$ cat src/rtl/gbba_pkg.sv
`timescale 1ns / 1ps
`default_nettype none

package gbba_pkg;

    // geometry of the bitmap
    localparam int GROUP_BLOCKS     = 1024;
    localparam int MAX_GROUPS       = 16;
    localparam int WORD_BITS        = 32;
    localparam int CAPACITY         = GROUP_BLOCKS * MAX_GROUPS;
    localparam int WORDS            = CAPACITY / WORD_BITS;
    localparam int WORDS_PER_GROUP  = GROUP_BLOCKS / WORD_BITS;

    localparam int ADDR_W  = $clog2(CAPACITY);
    localparam int GRP_W   = $clog2(MAX_GROUPS);
    localparam int OFF_W   = $clog2(GROUP_BLOCKS);
    localparam int BIT_W   = $clog2(WORD_BITS);
    localparam int WIDX_W  = $clog2(WORDS_PER_GROUP);
    localparam int MEMA_W  = $clog2(WORDS);
    localparam int LEN_W   = OFF_W + 1;
    localparam int TOTAL_W = 15;
    localparam int GCNT_W  = 11;
    localparam int NGRP_W  = 5;
    localparam int SCAN_W  = $clog2(MAX_GROUPS + 1);
    localparam int REQ_ADDR_W = 16;
    localparam int CFG_IDX_W  = 1;

    // request codes
    localparam logic REQ_ALLOC = 1'b0;
    localparam logic REQ_FREE  = 1'b1;

    // result status codes
    localparam logic [1:0] STATUS_OK    = 2'd0;
    localparam logic [1:0] STATUS_FULL  = 2'd1;
    localparam logic [1:0] STATUS_RANGE = 2'd2;

    // register indexes
    localparam logic [CFG_IDX_W-1:0] CFG_TOTAL_BLOCKS  = 1'b0;
    localparam logic [CFG_IDX_W-1:0] CFG_GROUPS_IN_USE = 1'b1;

    typedef enum logic [3:0] {
        ST_CLEAR,
        ST_IDLE,
        ST_FREE_RD,
        ST_FREE_WR,
        ST_SRCH_RD,
        ST_SRCH_CHK,
        ST_MISS,
        ST_SCAN_GRP,
        ST_TAKE,
        ST_DONE
    } state_t;

    typedef struct packed {
        logic clr_step;
        logic accept;
        logic free_rd;
        logic free_wr;
        logic srch_rd;
        logic srch_chk;
        logic srch_next;
        logic miss;
        logic grp_eval;
        logic take;
        logic finish;
    } cmd_t;

    typedef struct packed {
        logic clr_last;
        logic req_free;
        logic in_range;
        logic srch_empty;
        logic hit;
        logic last_word;
        logic phase_scan;
        logic scan_done;
        logic grp_has_free;
        logic out_busy;
    } sts_t;

endpackage

`default_nettype wire

$ cat src/rtl/gbba_ctrl.sv
`timescale 1ns / 1ps
`default_nettype none

module gbba_ctrl (
    input  wire logic           aclk,
    input  wire logic           aresetn,
    input  wire logic           s_valid,
    output logic                s_ready,
    input  wire gbba_pkg::sts_t sts,
    output gbba_pkg::cmd_t      cmd
);

    gbba_pkg::state_t state_reg, state_next;

    // state register
    always_ff @(posedge aclk) begin
        if (!aresetn) begin
            state_reg <= gbba_pkg::ST_CLEAR;
        end else begin
            state_reg <= state_next;
        end
    end

    // next state
    always_comb begin
        state_next = state_reg;
        unique case (state_reg)
            gbba_pkg::ST_CLEAR: begin
                if (sts.clr_last) state_next = gbba_pkg::ST_IDLE;
            end
            gbba_pkg::ST_IDLE: begin
                if (s_valid) begin
                    if (sts.req_free) begin
                        state_next = sts.in_range ? gbba_pkg::ST_FREE_RD : gbba_pkg::ST_DONE;
                    end else begin
                        state_next = sts.in_range ? gbba_pkg::ST_SRCH_RD
                                                  : gbba_pkg::ST_SCAN_GRP;
                    end
                end
            end
            gbba_pkg::ST_FREE_RD:  state_next = gbba_pkg::ST_FREE_WR;
            gbba_pkg::ST_FREE_WR:  state_next = gbba_pkg::ST_DONE;
            gbba_pkg::ST_SRCH_RD: begin
                state_next = sts.srch_empty ? gbba_pkg::ST_MISS : gbba_pkg::ST_SRCH_CHK;
            end
            gbba_pkg::ST_SRCH_CHK: begin
                priority if (sts.hit)  state_next = gbba_pkg::ST_TAKE;
                else if (sts.last_word) state_next = gbba_pkg::ST_MISS;
                else                    state_next = gbba_pkg::ST_SRCH_RD;
            end
            gbba_pkg::ST_MISS:     state_next = gbba_pkg::ST_SCAN_GRP;
            gbba_pkg::ST_SCAN_GRP: begin
                priority if (sts.scan_done) state_next = gbba_pkg::ST_DONE;
                else if (sts.grp_has_free)  state_next = gbba_pkg::ST_SRCH_RD;
                else                        state_next = gbba_pkg::ST_SCAN_GRP;
            end
            gbba_pkg::ST_TAKE:     state_next = gbba_pkg::ST_DONE;
            gbba_pkg::ST_DONE: begin
                if (!sts.out_busy) state_next = gbba_pkg::ST_IDLE;
            end
            default:               state_next = gbba_pkg::ST_CLEAR;
        endcase
    end

    // command outputs
    always_comb begin
        cmd     = '0;
        s_ready = 1'b0;
        unique case (state_reg)
            gbba_pkg::ST_CLEAR:    cmd.clr_step = 1'b1;
            gbba_pkg::ST_IDLE: begin
                s_ready    = 1'b1;
                cmd.accept = s_valid;
            end
            gbba_pkg::ST_FREE_RD:  cmd.free_rd = 1'b1;
            gbba_pkg::ST_FREE_WR:  cmd.free_wr = 1'b1;
            gbba_pkg::ST_SRCH_RD:  cmd.srch_rd = 1'b1;
            gbba_pkg::ST_SRCH_CHK: begin
                cmd.srch_chk  = 1'b1;
                cmd.srch_next = !sts.hit && !sts.last_word;
            end
            gbba_pkg::ST_MISS:     cmd.miss = 1'b1;
            gbba_pkg::ST_SCAN_GRP: cmd.grp_eval = 1'b1;
            gbba_pkg::ST_TAKE:     cmd.take = 1'b1;
            gbba_pkg::ST_DONE:     cmd.finish = !sts.out_busy;
            default:               cmd = '0;
        endcase
    end

endmodule

`default_nettype wire

$ cat config.mk
export PLATFORM = sky130hd
export DESIGN_NAME = gbba_ctrl
export DESIGN_NICKNAME = d
export VERILOG_FILES = /design/src/rtl/gbba_pkg.sv /design/src/rtl/gbba_ctrl.sv
export SDC_FILE = /design/constraint.sdc
export NUM_CORES = 1
export LEC_CHECK = 0
export ABC_AREA = 1
export BUFFER_PORTS_ARGS = -buffer_cell sky130_fd_sc_hd__buf_2
export CAP_MARGIN = 20
export CORE_AREA = 2 2 39 41
export CTS_BUF_LIST = sky130_fd_sc_hd__clkbuf_4 sky130_fd_sc_hd__clkbuf_8
export CTS_CLUSTER_DIAMETER = 150
export DETAILED_ROUTE_END_ITERATION = 8
export DIE_AREA = 0 0 41 43
export PLACE_DENSITY_LB_ADDON = 0.25
export SYNTH_ARGS = -nofsm -noshare
export SYNTH_HDL_FRONTEND = slang
export SYNTH_SLANG_ARGS = --single-unit
$ cat constraint.sdc
create_clock -name aclk -period 1.05 [get_ports aclk]
set_input_delay 0.315 -clock aclk [delete_from_list [all_inputs] [get_ports aclk]]
set_output_delay 0.315 -clock aclk [all_outputs]
set_load 0.005 [all_outputs]
Yosys cells after proc, flatten, opt, wreduce, memory -nomap -nowiden

Cells that the tools add are included.

Reduce and logical (&&, ||, !) cells: 7
Equality and inequality tests: 12
Muxes and demuxes: 23

Operators with widths:

| cell                                                                   | number |
|---|---|
| 4-bit one-hot mux with 9 select lines                                  | 1 |
| 4-bit 2-to-1 mux                                                       | 7 |
| 4-bit by 3-bit equality test with 1-bit output (second input constant) | 4 |
| 1-bit 2-to-1 mux                                                       | 10 |
| 2-bit 2-to-1 mux                                                       | 5 |
| 4-bit by 2-bit equality test with 1-bit output (second input constant) | 2 |
| 4-bit equality test (second input constant)                            | 2 |
| 2-bit inequality test (second input constant)                          | 3 |
| 4-bit by 1-bit equality test with 1-bit output (second input constant) | 1 |
| 4-bit zero test                                                        | 1 |
| 1-bit zero test                                                        | 3 |
| 3-bit AND reduction                                                    | 1 |
| 2-bit OR reduction                                                     | 1 |
| 1-bit logical AND                                                      | 1 |

Word-level logic and storage cells: 43
Flip-flop bits (word level): 4

Logic depth before layout (Yosys ltp)

Depth after elaboration: 4
Gate-level depth with buffers: 10

Least setup slack after synthesis

OpenSTA, ideal clock, no wires.

Kind: register to output
From: reg state_reg[3]
To: out cmd[4] (netlist bit)
Setup slack: -0.074 ns
Arrival: 0.809 ns
Stages on the path, launching flop included: 6
Buffers on the path: 0
Cell sequence: dfxtp_1 > inv_2 > nand2_1 > nor2_2 > nand2_1 > nor2_1

RTL lines:

| what                   | line            | text |
|---|---|---|
| start, declared        | gbba_ctrl.sv:13 | `gbba_pkg::state_t state_reg, state_next;` |
| start signal, assigned | gbba_ctrl.sv:18 | `state_reg <= gbba_pkg::ST_CLEAR;` |
| start signal, assigned | gbba_ctrl.sv:20 | `state_reg <= state_next;` |
| end, declared          | gbba_ctrl.sv:10 | `output gbba_pkg::cmd_t cmd` |

==> results.toml <==
[sta]
fin_crit_sh = 1.35
fin_ws_ns = -0.368
fin_skew_ns = 0.00194
tns_ns = -4.70
drv_slew = 0
finalHoldViolations = 0
setup_viol = 16
rsz0062_at_grt = "true"
tightest_slew_ns = 0.203
max_freq_mhz = 705
period_minus_slack_ns = 1.42
max_slew_margin = 0.863
hold_ws_ns = 0.339

[drt]
vias_per_cell = 4.51
first_pass_iters = 4
final_antenna_net_count = 0
post-route-drc-count = 0
wl_um = 1250
wl_per_cell_um = 8.84
via_count = 636
drt-initial-drc-count = 6

[finish]
nets = 141
regArea_um2 = 95.1
diodes = 0
final_cells = 141
multi_input_area_um2 = 373
drive_above_1_share = 0.504
syn_to_final_growth_pct = 61.3
largest_reg_flops = 4
fill_cells = 142

[yosys]
avgSynthCellArea_um2 = 5.24
netlist_area_um2 = 482
synth_most_common_cell = "nand2_1"
yosysUniqueCellTypes = 16
synth.largest_area_cell = "nand2_1"
syn_inst = 92
yosysWarnings = 0
synth_nets = 107
synth_flop_cell = "dfxtp_1"
synthTopCellsByCount = "nand2_1 (26), nor2_1 (16), inv_1 (15), nand3_1 (6), nor2_2 (5)"
ys_seq_elements = 4
synth.area.top_cells = "nand2_1 (20%), dfxtp_1 (17%), nor2_1 (12%)"
synth_top_area_frac = 0.203
async_reset_ff_frac = 0
synth-edff-count = 0
synth-seq-area-share = 0.166

[worst_setup_path]
crit_path_end_kind = "output port"
critPathSlowestCell = "dfxtp_4"
reg2reg_from = "state_reg[1]$_SDFFE_PN0P_"
crit_path_start = "state_reg[1]$_SDFFE_PN0P_"
cp_max_fo = 4
rrSetupSlack_ns = -0.21
startpoint_type = "register"
cpMostUsedCell = "nand2_2"
cp_data_required_time_ns = 0.73
crit_type = "reg2out"
path_cells = "inv_2 -> nand2_2 -> nor2_4 -> nand2_2 -> nor2_1 -> buf_2"
arrival_ns = 1.10
max_stage_delay_ns = 0.36
reg2regPathDepth = 10

[floorplan]
core_area_um2 = 1380
initial_utilization = 0.348
dieWidth_um = 41
die_h_um = 43
die_area_um2 = 1760
io_pins = 25
rows = 14

[clock_tree]
insertion_delay_ns = 0.24
h-tree-depth = 1
cts_tree = "done"
root_buffer = "clkbuf_4"
clkSinkCount = 4
cts.clk_slew.worst_paths_ns = 0.04
clk_path_buf_depth = 2
ctsHoldBuffers = 0
numCtsBuffers = 3

[global_routing]
track_usage = 0.176
grt_pass1_vias = 551
grt_pass1_wl_um = 2060
grt_antenna_before_repair = 0
grt_start_max_net_pins = 6
gr-total-overflow = 0

[placement]
io_buffers = 23
place_inst = 133
globalplace.congestion = 0.795
post-dp-hpwl_um = 996

[outcome]
status = "finished, violations left"
violations = "negative setup slack"

[hold_path]
hold_path_class = "in2reg"
hold_depth = 3
hp-start = "aresetn"

[power_and_ir_drop]
p_per_area_nw_per_um2 = 1790
peakVddDrop_v = 0.000961
leakage_nw = 0.444
p_total_mw = 1.39

[run]
cap_violations = 0
[worst paths after layout]
kind / to
worst min-delay path: state_reg[1]$_SDFFE_PN0P_
worst max register to register: state_reg[1]$_SDFFE_PN0P_
worst max-delay path: cmd[4]
worst min register to register: state_reg[3]$_SDFFE_PN0P_
[metrics by stage]
stage / setup WS [ns] / utilization / area [um2]
floorplan: -0.0567 / - / 512
global placement: -0.186 / 0.478 / 662
detailed placement: -0.193 / 0.478 / 662
CTS: -0.358 / 0.545 / 754
global route: -0.455 / 0.561 / 777
finish: -0.368 / 0.561 / 777
[timing repair]
item / in CTS / in global routing
resized for setup: 11 / 4
endpoints found under the hold margin: 0 / 0
pin swaps: 5 / 1
buffers inserted: 3 / 1
endpoints found under the setup margin: 16 / 16
[area by class of cell]
type / count / area share
Inverter: 21 / 0.111
Timing Repair Buffer: 29 / 0.222
Tap cell: 16 / 0.0258
Sequential cell: 4 / 0.122
Multi-Input combinational cell: 67 / 0.480
Clock buffer: 4 / 0.0386
[critical path, delay by kind of cell, from the launching register on]
kind / cells / cell delay (ns)
buffers and inverters: 2 / 0.16
flip-flops: 1 / 0.36
AND/OR/NAND/NOR: 4 / 0.36
[cell usage in the layout, fill, tap and decap left out, types with 4 or more instances in the layout]
cell / instances
buf_2: 23
nand2_1: 20
nor2_1: 14
inv_1: 13
nand2_2: 7
nor2_4: 6
nand3_1: 5
buf_4: 5
inv_2: 4
clkbuf_4: 4
dfxtp_4: 4
[kinds of logic (layout without fill, tap and decap cells)]
group,Yosys count,in the layout,share of synthesized area
AO/OA/AOI/OAI,7,7,0.0727
adder cells (fa/ha/maj),2,2,0.0519
buffers and inverters,21,54,0.169
AND/OR/NAND/NOR,58,58,0.540
flip-flops,4,4,0.166
[power by group]
part           internal, mW  switching [mW]  total, mW  leakage (nW)
Combinational         0.356           0.500      0.856         0.390
Clock                 0.169          0.0718      0.241        0.0184
Sequential            0.214          0.0832      0.297        0.0356
Total                 0.739           0.655       1.39         0.444
[metal layers]
metal  share of wire  GRT usage
met2            0.51      0.291
met1            0.39      0.196
met5               0          0
met4           0.029      0.120
met3           0.075     0.0157
Note: power is estimated with default switching activity, not from simulation.
